`src/hw/rtl/spfc_pkg.sv`:
```
// ----------------------------------------------------------------------------
// Packet framer package
// Shared constants and types for the acquisition packet framer and its CRC unit.
// ----------------------------------------------------------------------------
package spfc_pkg;

   localparam logic [31:0] CRC_POLY    = 32'hEDB8_8320;
   localparam logic [31:0] CRC_INIT    = 32'hFFFF_FFFF;
   localparam logic [31:0] MAGIC_WORD  = 32'h3632_4441;
   localparam logic [7:0]  HDR_VERSION = 8'h02;
   localparam logic [7:0]  HDR_FLAGS   = 8'h01;
   localparam logic [7:0]  PAD_CHANNEL = 8'hFF;
   localparam logic [31:0] PAD_SIGNED  = 32'h8000_0000;
   localparam logic [31:0] PAD_UNSIGNED = 32'hFFFF_FFFF;

   localparam logic [1:0] CMD_HEADER = 2'd0;
   localparam logic [1:0] CMD_RECORD = 2'd1;
   localparam logic [1:0] CMD_FINISH = 2'd2;

   typedef struct packed {
      logic       init;
      logic       feed;
      logic [7:0] data;
   } crc_ctrl_type;

endpackage

```
`src/hw/rtl/spfc_crc.sv`:
```
// ----------------------------------------------------------------------------
// Packet framer CRC unit
// Reflected CRC-32 register that absorbs one byte per clock while feed is set.
// ----------------------------------------------------------------------------
module spfc_crc
   import spfc_pkg::*;
(
   input  logic         clock,
   input  logic         reset,
   input  crc_ctrl_type ctrl,
   output logic [31:0]  crc
);

   logic [31:0] crc_ff;
   logic [31:0] crc_in;
   logic [31:0] step;

   always_comb begin
      step = crc_ff ^ {24'h0, ctrl.data};
      for (int k = 0; k < 8; k++) begin
         step = step[0] ? ((step >> 1) ^ CRC_POLY) : (step >> 1);
      end
      priority if (ctrl.init) begin
         crc_in = CRC_INIT;
      end else if (ctrl.feed) begin
         crc_in = step;
      end else begin
         crc_in = crc_ff;
      end
   end

   always_ff @(posedge clock) begin
      if (reset) begin
         crc_ff <= CRC_INIT;
      end else begin
         crc_ff <= crc_in;
      end
   end

   assign crc = crc_ff;

endmodule

```
`src/hw/rtl/sweep_packet_framer_crc32_unit.sv`:
```
// ----------------------------------------------------------------------------
// Sweep packet framer with CRC-32
// Builds a fixed-size little-endian acquisition packet as a stream of chunks.
// ----------------------------------------------------------------------------
// One request is taken at a time in an idle cycle; req_stall stays high while it
// is framed. Each chunk is loaded into the output register (waiting while the
// output is stalled), and its bytes are then fed in order into a single byte-wide
// CRC unit, which absorbs every emitted byte except those of the final CRC chunk.
// A finish pads the packet with filler records up to RECORD_SLOTS before that
// chunk. A request that is ignored or dropped leaves the framer idle.
module sweep_packet_framer_crc32_unit
   import spfc_pkg::*;
#(
   parameter int RECORD_SLOTS = 10
)
(
   input  logic               clock,
   input  logic               reset,
   input  logic               req_valid,
   output logic               req_stall,
   input  logic [1:0]         req_cmd,
   input  logic [15:0]        req_failure_count,
   input  logic [7:0]         req_sweep_count,
   input  logic [31:0]        req_sweep_duration,
   input  logic [31:0]        req_packet_stamp,
   input  logic [7:0]         req_channel_id,
   input  logic               req_sample_ok,
   input  logic signed [31:0] req_raw_code,
   input  logic signed [31:0] req_sample_stamp,
   input  logic [31:0]        req_read_duration,
   input  logic [31:0]        req_conversion_duration,
   output logic               rsp_valid,
   input  logic               rsp_stall,
   output logic [31:0]        rsp_chunk_data,
   output logic [2:0]         rsp_chunk_bytes,
   output logic               rsp_packet_last
);

   localparam int SlotW = $clog2(RECORD_SLOTS + 1);

   typedef enum logic [2:0] {
      ST_IDLE = 3'b001,
      ST_EMIT = 3'b010,
      ST_FEED = 3'b100
   } state_type;

   typedef enum logic [1:0] {
      SEG_HDR,
      SEG_REC,
      SEG_PAD,
      SEG_CRC
   } seg_type;

   state_type         state_ff, state_in;
   seg_type           seg_ff, seg_in;
   logic [2:0]        idx_ff, idx_in;
   logic [1:0]        byte_ff, byte_in;
   logic [SlotW-1:0]  slots_ff, slots_in;
   logic              open_ff, open_in;

   logic [15:0]       fail_ff;
   logic [7:0]        cnt_ff;
   logic [31:0]       total_ff, ptime_ff;
   logic [7:0]        chan_ff;
   logic              ok_ff;
   logic [31:0]       raw_ff, stamp_ff, rd_ff, cv_ff;

   logic              rsp_valid_ff, rsp_valid_in;
   logic [31:0]       rsp_data_ff, rsp_data_in;
   logic [2:0]        rsp_bytes_ff, rsp_bytes_in;
   logic              rsp_last_ff, rsp_last_in;

   crc_ctrl_type      crc_ctrl;
   logic [31:0]       crc;

   logic [31:0]       chunk_data;
   logic [2:0]        chunk_bytes;
   logic [7:0]        deficit;
   logic [15:0]       fails;
   logic              accept;
   logic              out_free;
   logic              slot_free;

   spfc_crc u_crc (
      .clock (clock),
      .reset (reset),
      .ctrl  (crc_ctrl),
      .crc   (crc)
   );

   assign accept    = req_valid && (state_ff == ST_IDLE);
   assign out_free  = !rsp_valid_ff || !rsp_stall;
   assign slot_free = slots_ff < SlotW'(RECORD_SLOTS);
   assign deficit   = (8'(RECORD_SLOTS) > cnt_ff) ? (8'(RECORD_SLOTS) - cnt_ff) : 8'h00;
   assign fails     = fail_ff + {8'h00, deficit};

   always_comb begin
      chunk_data  = 32'h0;
      chunk_bytes = 3'd4;
      unique case (seg_ff)
         SEG_HDR: begin
            unique case (idx_ff)
               3'd0:    chunk_data = MAGIC_WORD;
               3'd1:    chunk_data = {16'(RECORD_SLOTS), HDR_FLAGS, HDR_VERSION};
               3'd2: begin
                  chunk_data  = {16'h0, fails};
                  chunk_bytes = 3'd2;
               end
               3'd3:    chunk_data = total_ff;
               default: chunk_data = ptime_ff;
            endcase
         end
         SEG_REC: begin
            unique case (idx_ff)
               3'd0: begin
                  chunk_data  = {24'h0, chan_ff};
                  chunk_bytes = 3'd1;
               end
               3'd1: begin
                  chunk_data  = {31'h0, ok_ff};
                  chunk_bytes = 3'd1;
               end
               3'd2:    chunk_data = raw_ff;
               3'd3:    chunk_data = stamp_ff;
               3'd4:    chunk_data = rd_ff;
               default: chunk_data = cv_ff;
            endcase
         end
         SEG_PAD: begin
            unique case (idx_ff)
               3'd0: begin
                  chunk_data  = {24'h0, PAD_CHANNEL};
                  chunk_bytes = 3'd1;
               end
               3'd1: begin
                  chunk_data  = 32'h0;
                  chunk_bytes = 3'd1;
               end
               3'd2:    chunk_data = PAD_SIGNED;
               3'd3:    chunk_data = PAD_SIGNED;
               3'd4:    chunk_data = PAD_UNSIGNED;
               default: chunk_data = PAD_UNSIGNED;
            endcase
         end
         default: chunk_data = ~crc;
      endcase
   end

   always_comb begin
      state_in      = state_ff;
      seg_in        = seg_ff;
      idx_in        = idx_ff;
      byte_in       = byte_ff;
      slots_in      = slots_ff;
      open_in       = open_ff;
      rsp_valid_in  = rsp_valid_ff && rsp_stall;
      rsp_data_in   = rsp_data_ff;
      rsp_bytes_in  = rsp_bytes_ff;
      rsp_last_in   = rsp_last_ff;
      crc_ctrl.init = 1'b0;
      crc_ctrl.feed = 1'b0;
      crc_ctrl.data = rsp_data_ff[8*byte_ff +: 8];

      unique case (state_ff)
         ST_IDLE: begin
            if (accept) begin
               idx_in = 3'd0;
               unique case (req_cmd)
                  CMD_HEADER: begin
                     crc_ctrl.init = 1'b1;
                     slots_in      = '0;
                     open_in       = 1'b1;
                     seg_in        = SEG_HDR;
                     state_in      = ST_EMIT;
                  end
                  CMD_RECORD: begin
                     if (open_ff && slot_free) begin
                        seg_in   = SEG_REC;
                        state_in = ST_EMIT;
                     end
                  end
                  CMD_FINISH: begin
                     if (open_ff) begin
                        seg_in   = slot_free ? SEG_PAD : SEG_CRC;
                        state_in = ST_EMIT;
                     end
                  end
                  default: begin
                  end
               endcase
            end
         end
         ST_EMIT: begin
            if (out_free) begin
               rsp_valid_in = 1'b1;
               rsp_data_in  = chunk_data;
               rsp_bytes_in = chunk_bytes;
               rsp_last_in  = (seg_ff == SEG_CRC);
               byte_in      = 2'd0;
               if (seg_ff == SEG_CRC) begin
                  crc_ctrl.init = 1'b1;
                  slots_in      = '0;
                  open_in       = 1'b0;
                  state_in      = ST_IDLE;
               end else begin
                  state_in = ST_FEED;
               end
            end
         end
         ST_FEED: begin
            crc_ctrl.feed = 1'b1;
            byte_in       = byte_ff + 2'd1;
            if (byte_ff == 2'(rsp_bytes_ff - 3'd1)) begin
               idx_in   = idx_ff + 3'd1;
               state_in = ST_EMIT;
               unique case (seg_ff)
                  SEG_HDR: begin
                     if (idx_ff == 3'd4) begin
                        state_in = ST_IDLE;
                     end
                  end
                  SEG_REC: begin
                     if (idx_ff == 3'd5) begin
                        slots_in = slots_ff + SlotW'(1);
                        state_in = ST_IDLE;
                     end
                  end
                  SEG_PAD: begin
                     if (idx_ff == 3'd5) begin
                        slots_in = slots_ff + SlotW'(1);
                        idx_in   = 3'd0;
                        if (slots_ff + SlotW'(1) >= SlotW'(RECORD_SLOTS)) begin
                           seg_in = SEG_CRC;
                        end
                     end
                  end
                  default: begin
                  end
               endcase
            end
         end
         default: state_in = ST_IDLE;
      endcase
   end

   always_ff @(posedge clock) begin
      if (reset) begin
         state_ff     <= ST_IDLE;
         seg_ff       <= SEG_HDR;
         idx_ff       <= 3'd0;
         byte_ff      <= 2'd0;
         slots_ff     <= '0;
         open_ff      <= 1'b0;
         rsp_valid_ff <= 1'b0;
      end else begin
         state_ff     <= state_in;
         seg_ff       <= seg_in;
         idx_ff       <= idx_in;
         byte_ff      <= byte_in;
         slots_ff     <= slots_in;
         open_ff      <= open_in;
         rsp_valid_ff <= rsp_valid_in;
      end
   end

   always_ff @(posedge clock) begin
      rsp_data_ff  <= rsp_data_in;
      rsp_bytes_ff <= rsp_bytes_in;
      rsp_last_ff  <= rsp_last_in;
      if (accept) begin
         fail_ff  <= req_failure_count;
         cnt_ff   <= req_sweep_count;
         total_ff <= req_sweep_duration;
         ptime_ff <= req_packet_stamp;
         chan_ff  <= req_channel_id;
         ok_ff    <= req_sample_ok;
         raw_ff   <= req_raw_code;
         stamp_ff <= req_sample_stamp;
         rd_ff    <= req_read_duration;
         cv_ff    <= req_conversion_duration;
      end
   end

   assign req_stall       = (state_ff != ST_IDLE);
   assign rsp_valid       = rsp_valid_ff;
   assign rsp_chunk_data  = rsp_data_ff;
   assign rsp_chunk_bytes = rsp_bytes_ff;
   assign rsp_packet_last = rsp_last_ff;

   a_state_onehot : assert property (@(posedge clock) disable iff (reset)
      $onehot(state_ff))
      else $error("framer state is not one-hot");

   a_busy_open : assert property (@(posedge clock) disable iff (reset)
      (state_ff != ST_IDLE) |-> open_ff)
      else $error("framer busy without an open packet");

   a_slots_range : assert property (@(posedge clock) disable iff (reset)
      slots_ff <= SlotW'(RECORD_SLOTS))
      else $error("slot count exceeds the packet size");

   a_feed_in_chunk : assert property (@(posedge clock) disable iff (reset)
      (state_ff == ST_FEED) |-> (3'(byte_ff) < rsp_bytes_ff))
      else $error("CRC byte index past the chunk");

   a_last_is_crc : assert property (@(posedge clock) disable iff (reset)
      (rsp_valid_ff && rsp_last_ff) |-> (rsp_bytes_ff == 3'd4))
      else $error("last chunk is not a full CRC word");

endmodule
```
`config.mk`:
```
export PLATFORM = sky130hd
export DESIGN_NAME = sweep_packet_framer_crc32_unit
export DESIGN_NICKNAME = d
export VERILOG_FILES = /design/src/hw/rtl/spfc_pkg.sv /design/src/hw/rtl/spfc_crc.sv /design/src/hw/rtl/sweep_packet_framer_crc32_unit.sv
export SDC_FILE = /design/constraint.sdc
export NUM_CORES = 1
export LEC_CHECK = 0
export BUFFER_PORTS_ARGS = -buffer_cell sky130_fd_sc_hd__buf_2
export CORE_MARGIN = 8
export CORE_UTILIZATION = 50
export DETAILED_ROUTE_END_ITERATION = 8
export GPL_TIMING_DRIVEN = 0
export PLACE_DENSITY = 0.78
export SYNTH_ARGS = -nofsm -noshare
export SYNTH_HDL_FRONTEND = slang
export SYNTH_HIERARCHICAL = 1
export SYNTH_SLANG_ARGS = --single-unit
```
`constraint.sdc`:
```
create_clock -name clock -period 9.1 [get_ports clock]
set_input_delay 0.455 -clock clock [delete_from_list [all_inputs] [get_ports clock]]
set_output_delay 0.455 -clock clock [all_outputs]
set_load 0.03 [all_outputs]
```
Word level (Yosys, flattened, before mapping)
Index checks and enable logic that the tools add are counted.
{"block": "word_totals", "reg_bits": 309, "inputBits": 231, "out_inout_bits": 38, "word_cells": 157}
{"block": "op_classes", "addsub": 6, "magnitude_cmp": 3, "eq_ne": 27, "shift": 1, "mux": 65, "bitwise": 10, "n_reduce_logical": 24}
{"cell": "32-bit 2-to-1 mux", "count": 8}
{"cell": "32-bit case mux with 3 select lines", "count": 2}
{"cell": "32-bit case mux with 5 select lines", "count": 1}
{"cell": "32-bit case mux with 4 select lines", "count": 1}
{"cell": "13-bit NOT with 14-bit output", "count": 8}
{"cell": "3-bit 2-to-1 mux", "count": 12}
{"cell": "32-bit NOT", "count": 1}
{"cell": "32-bit by 6-bit indexed part select with 8-bit output", "count": 1}
{"cell": "32-bit by 8-bit XOR with 32-bit output", "count": 1}
{"cell": "4-bit 2-to-1 mux", "count": 7}
{"cell": "2-bit 2-to-1 mux", "count": 10}
{"cell": "3-bit case mux with 3 select lines", "count": 2}
{"cell": "16-bit by 8-bit adder with 16-bit output", "count": 1}
{"cell": "2-bit inequality test (second input constant)", "count": 8}
{"cell": "1-bit 2-to-1 mux", "count": 12}
{"cell": "2-bit case mux with 2 select lines", "count": 3}
{"cell": "3-bit case mux with 2 select lines", "count": 2}
{"cell": "4-bit case mux with 3 select lines", "count": 1}
{"cell": "3-bit by 2-bit == test with 1-bit output (second input constant)", "count": 3}
{"cell": "3-bit == test (second input constant)", "count": 3}
{"cell": "9-bit AND reduction", "count": 1}
{"cell": "4-bit by 8-bit > comparator with 1-bit output (first input constant)", "count": 1}
{"cell": "8-bit 2-to-1 mux", "count": 1}
{"cell": "8-bit AND reduction", "count": 1}
{"cell": "29 further kinds", "count": 45}

Depth between registers and ports, before layout
{"block": "depth", "ltp_word": 18, "depth_mapped": 14, "ltp_nobuf": 14}

By module
Netlist, hierarchy kept.
{"module": "sweep_packet_framer_crc32_unit", "n_inst": 1, "cells_per_inst": 812, "area_per_inst_um2": 11733.8, "seq_area_each_um2": 8157.8}
{"module": "spfc_crc", "n_inst": 1, "cells_per_inst": 198, "area_per_inst_um2": 1859.3, "seq_area_each_um2": 640.6}

Worst setup path before layout
No wires, ideal clock.
{"block": "synth_path", "path_type": "flip-flop to flip-flop", "start": "reg state_ff[1]", "end": "reg idx_ff[2]", "setup_time_ns": 0.071, "t_arrival_ns": 7.243, "required_ns": 9.029, "slack_ns": 1.787, "stages_incl_launch_ff": 7, "path_buffers": 0, "synth_period_minus_slack_ns": 7.313, "path_cell_list": "dfxtp_1 nand2b_1 nor2_1 and2_1 nor2_1 or3_1 a21oi_1"}
{"block": "synth_via", "elab_chain_cells": 4, "elab_cells_between_ends": 8, "classes_between": "eq/ne: 4; mux: 1; reduce/logical: 3"}
{"item": "start: declaration", "line_no": "sweep_packet_framer_crc32_unit.sv:54", "source": "state_type state_ff, state_in;"}
{"item": "start signal: assignment", "line_no": "sweep_packet_framer_crc32_unit.sv:256", "source": "state_ff <= state_in;"}
{"item": "3-bit by 1-bit == test with 1-bit output", "line_no": "sweep_packet_framer_crc32_unit.sv:91", "source": "assign accept = req_valid && (state_ff == ST_IDLE);"}
{"item": "1-bit logical AND", "line_no": "sweep_packet_framer_crc32_unit.sv:91"}
{"item": "net accept", "line_no": "sweep_packet_framer_crc32_unit.sv:80", "source": "logic accept;"}
{"item": "2-bit inequality test (no line)"}
{"item": "3-bit AND reduction (no line)"}
{"item": "end signal: assignment", "line_no": "sweep_packet_framer_crc32_unit.sv:258", "source": "idx_ff <= idx_in;"}
{"item": "end: declaration", "line_no": "sweep_packet_framer_crc32_unit.sv:56", "source": "logic [2:0] idx_ff, idx_in;"}
The timed path passes the listed nets, and every way through them passes these cells.
A chain may end at the register's enable or synchronous reset.

Worst setup path in the final report
{"block": "layout_path", "start": "reg cnt_ff[0]", "end": "reg rsp_data_ff[13] (netlist: rsp_chunk_data[13]), data pin"}
{"block": "layout_via", "elab_chain_cells": 5, "elab_cells_between_ends": 6, "classes_between": "add/sub: 2; order compare: 1; mux: 3"}
{"item": "start: declaration", "line_no": "sweep_packet_framer_crc32_unit.sv:62", "source": "logic [7:0] cnt_ff;"}
{"item": "start signal: assignment", "line_no": "sweep_packet_framer_crc32_unit.sv:272", "source": "cnt_ff <= req_sweep_count;"}
{"item": "4-bit by 8-bit subtractor with 8-bit output or 4-bit by 8-bit > comparator with 1-bit output (tied branches)", "line_no": "sweep_packet_framer_crc32_unit.sv:94", "source": "assign deficit = (8'(RECORD_SLOTS) > cnt_ff) ? (8'(RECORD_SLOTS) - cnt_ff) : 8'h00;"}
{"item": "8-bit 2-to-1 mux *", "line_no": "sweep_packet_framer_crc32_unit.sv:94"}
{"item": "16-bit by 8-bit adder with 16-bit output *", "line_no": "sweep_packet_framer_crc32_unit.sv:95", "source": "assign fails = fail_ff + {8'h00, deficit};"}
{"item": "32-bit case mux with 4 select lines *", "line_no": "sweep_packet_framer_crc32_unit.sv:102", "source": "unique case (idx_ff)"}
{"item": "32-bit case mux with 3 select lines *", "line_no": "sweep_packet_framer_crc32_unit.sv:100", "source": "unique case (seg_ff)"}
{"item": "net chunk_data[13]", "line_no": "sweep_packet_framer_crc32_unit.sv:76", "source": "logic [31:0] chunk_data;"}
{"item": "end signal: assignment", "line_no": "sweep_packet_framer_crc32_unit.sv:267", "source": "rsp_data_ff <= rsp_data_in;"}
{"item": "end: declaration", "line_no": "sweep_packet_framer_crc32_unit.sv:69", "source": "logic [31:0] rsp_data_ff, rsp_data_in;"}
Mark *: on every way through the listed nets, which the timed path passes. The rest lies on a longest branch.

==> impl_metrics.tcl <==
set metrics [dict create \
    status "completed" \
    vias 9826 \
    hp-class "in2reg" \
    synth_top_area_cell "edfxtp_1" \
    setup_viol 0 \
    ant_nets 0 \
    ys_seq_elements 309 \
    rr_endpoint "rsp_chunk_data[13]" \
    overflow 0 \
    finalClockSkew_ps 19.5 \
    synth.avg_cell_area_um2 13.5 \
    syn_inst 1010 \
    finalInstanceArea_um2 16500 \
    ff2ff_path_depth 12 \
    cap_violations 0 \
    period_share 0.380 \
    cts_setup_buffers 0 \
    grtUsageTotal 0.236 \
    final_nets 1572 \
    setup_slack_ps 5640 \
    whs_endpoint "cnt_ff[3]" \
    synth_area_leaders "edfxtp_1 (58%), dfxtp_1 (7.1%), nand2_1 (3.3%)" \
    cp_max_fo 6 \
    relSlewSlack 0.208 \
    worstPathArrival_ps 3720 \
    drc 0 \
    crit_chain "ha_1 > o31ai_1 > and2_1 > nand2_1 > inv_1 > ha_1 > a211oi_2 > o21ai_1 > a311oi_4 > nor3_1 > o21ai_0 > a22oi_1" \
    dp_slack_ps 5680 \
    cp-end-kind "flop" \
    cp-start-kind "flop" \
    drt_iter0_drc 1046 \
    grt_max_degree 76 \
    grt_pass1_wl_um 59200 \
    die_w_um 181 \
    antenna_found_initial 4 \
    start_util 0.507 \
    wl_per_cell_um 23.6 \
    cts.htree.levels 1 \
    grt_setup_unrepaired "false" \
    viasPerCell 5.84 \
    synth_ff_type "edfxtp_1" \
    worst_pin_slew_ps 1160 \
    netlist_area_um2 13600 \
    p_per_area_nw_per_um2 249 \
    slowest_stage "edfxtp_1" \
    stdcell_count 1682 \
    dp.cells 1624 \
    ir_drop_uv 185 \
    crit_top_cell "ha_1" \
    seq_area_frac_synth 0.647 \
    min_from "req_sweep_count[3]" \
    ys.warnings.count 6 \
    period_minus_slack_ps 3460 \
    postCtsHoldBufs 0 \
    yosys.area.top_type_share 0.577 \
    total_leakage_power_nw 6.44 \
    clockBufferDepth 3 \
    r2r-start "cnt_ff[0]" \
    area_growth_pct 21.3 \
    whs_path_depth 1 \
    cts.reportedPaths.clkPinSlew_ps 60 \
    pin_count 269 \
    die_h_um 181 \
    place.gp.congestion 0.946 \
    place_area_um2 15500 \
    die_area_um2 32700 \
    ys_types 78 \
    grt_pass1_vias 10100 \
    clk-insertion-delay-late_ps 570 \
    clock-root-buffer "clkbuf_16" \
    critPathMaxStageDelay_ps 420 \
    synth-edff-count 261 \
    layout_commonest_cell "buf_2" \
    cts_buffers 31 \
    critPathRequiredTime_ps 9350 \
    crit_family "compound AO/OA/AOI/OAI gates" \
    core_area_um2 26800 \
    dpl.hpwl_um 30300 \
    drive_gt1_frac 0.288 \
    dr.pass1.iters 6 \
    drv_slew 0 \
    cts-resized-gates 0 \
    whs_ps 59.4 \
    regToRegSetupSlack_ps 5640 \
    port_buffers 268 \
    row_count 60 \
    layout_common_cells "buf_2 (286), edfxtp_1 (261), nand2_1 (120)" \
    finalWirelength_um 39700 \
    criticalPathCategory "reg2reg" \
    cts_sinks 309 \
    timing.fmax_mhz 289 \
    worst-path-buf-inv 1 \
    cts_tree "built" \
    hold_viol_final 0 \
    synthArstFlopShare 0 \
    startpoint "cnt_ff[0]" \
]
-- cell type report --
type	instances	area [um^2]
Fill cell	2015	10300
Sequential cell	309	8800
Multi-Input combinational cell	629	4490
Timing Repair Buffer	272	1440
Clock buffer	40	810
Tap cell	341	427
Buffer	55	256
Clock inverter	17	194
Inverter	18	67.6
Antenna cell	1	2.50
-- metal layers --
| metal | part of all wire | GRT usage | vias up |
|---|---|---|---|
| li1 | - | - | 4467 |
| met1 | 0.39 | 0.297 | 4670 |
| met2 | 0.48 | 0.394 | 585 |
| met3 | 0.099 | 0.0552 | 98 |
| met4 | 0.035 | 0.0870 | 6 |
| met5 | 0.00096 | 0 | - |
-- power by group --
| part | total, W | switching [W] | leakage, nW | internal [W] |
|---|---|---|---|---|
| sequential | 0.00198 | 0.0000915 | 2.88 | 0.00189 |
| combinational | 0.000862 | 0.000568 | 3.08 | 0.000294 |
| clock | 0.00126 | 0.000524 | 0.486 | 0.000740 |
| total | 0.00411 | 0.00118 | 6.44 | 0.00293 |
-- worst reg2reg max path, cell delays in order (launching register included) --
cell and delay, ps:
edfxtp_1 420, ha_1 250, o31ai_1 280, and2_1 240, nand2_1 120, inv_1 80, ha_1 250, a211oi_2 290
o21ai_1 230, a311oi_4 380, nor3_1 70, o21ai_0 390, a22oi_1 160
-- how the worst max path moves through the flow --
stage / depth (start not counted) / endpoint
after floorplan: 6 / idx_ff[2]
final: 12 / rsp_chunk_data[13]
after global routing: 12 / rsp_chunk_data[13]
after global placement: 6 / idx_ff[2]
after CTS: 12 / rsp_chunk_data[13]
after detailed placement: 12 / rsp_chunk_data[13]
-- logic make-up (layout without fill, tap and decap cells) --
group	Yosys count	count (layout)	synth area share
flip-flops	309	309	0.647
AO/OA/AOI/OAI	263	263	0.141
AND/OR/NAND/NOR	244	244	0.0826
XOR/XNOR	79	79	0.0620
buffers and inverters	73	402	0.0238
adder cells (fa/ha/maj)	25	25	0.0236
multiplexers	16	16	0.0195
other	1	3	0.000276
-- flip-flops by register name, summed over array words and instances (netlist names), 2 cells and up --
signal	cells
stamp_ff	32
seg_ff	2
u_crc/crc	32
fail_ff	16
byte_ff	2
cv_ff	32
rsp_chunk_bytes	3
chan_ff	8
rsp_chunk_data	32
cnt_ff	8
rd_ff	32
ptime_ff	32
idx_ff	3
total_ff	32
raw_ff	32
slots_ff	4
state_ff	3
-- stage by stage --
step           power [W]   util  TNS, ps
2_1_floorplan    0.00259      -        0
3_3_place_gp     0.00289  0.573    -1350
3_5_place_dp     0.00285  0.578        0
4_1_cts          0.00411  0.615        0
5_1_grt          0.00426  0.615        0
6_report         0.00411  0.615        0
-- Yosys cell counts, drive strengths merged, types with 6 or more instances --
| cell type | count |
|---|---|
| a21oi | 54 |
| xnor2 | 50 |
| buf | 24 |
| a21boi | 6 |
| a22oi | 20 |
| and2 | 11 |
| nor2b | 13 |
| inv | 18 |
| nand3 | 6 |
| xor2 | 25 |
| dfxtp | 48 |
| clkbuf | 31 |
| a222oi | 30 |
| o211ai | 14 |
| nor2 | 51 |
| a32oi | 8 |
| a211oi | 14 |
| mux4 | 8 |
| nand2 | 120 |
| a21o | 6 |
| o21a | 7 |
| a22o | 11 |
| a221o | 7 |
| nand2b | 10 |
| edfxtp | 261 |
| o21ai | 49 |
| nor3 | 11 |
| a221oi | 11 |
| ha | 24 |
(Power assumes the default switching activity.)
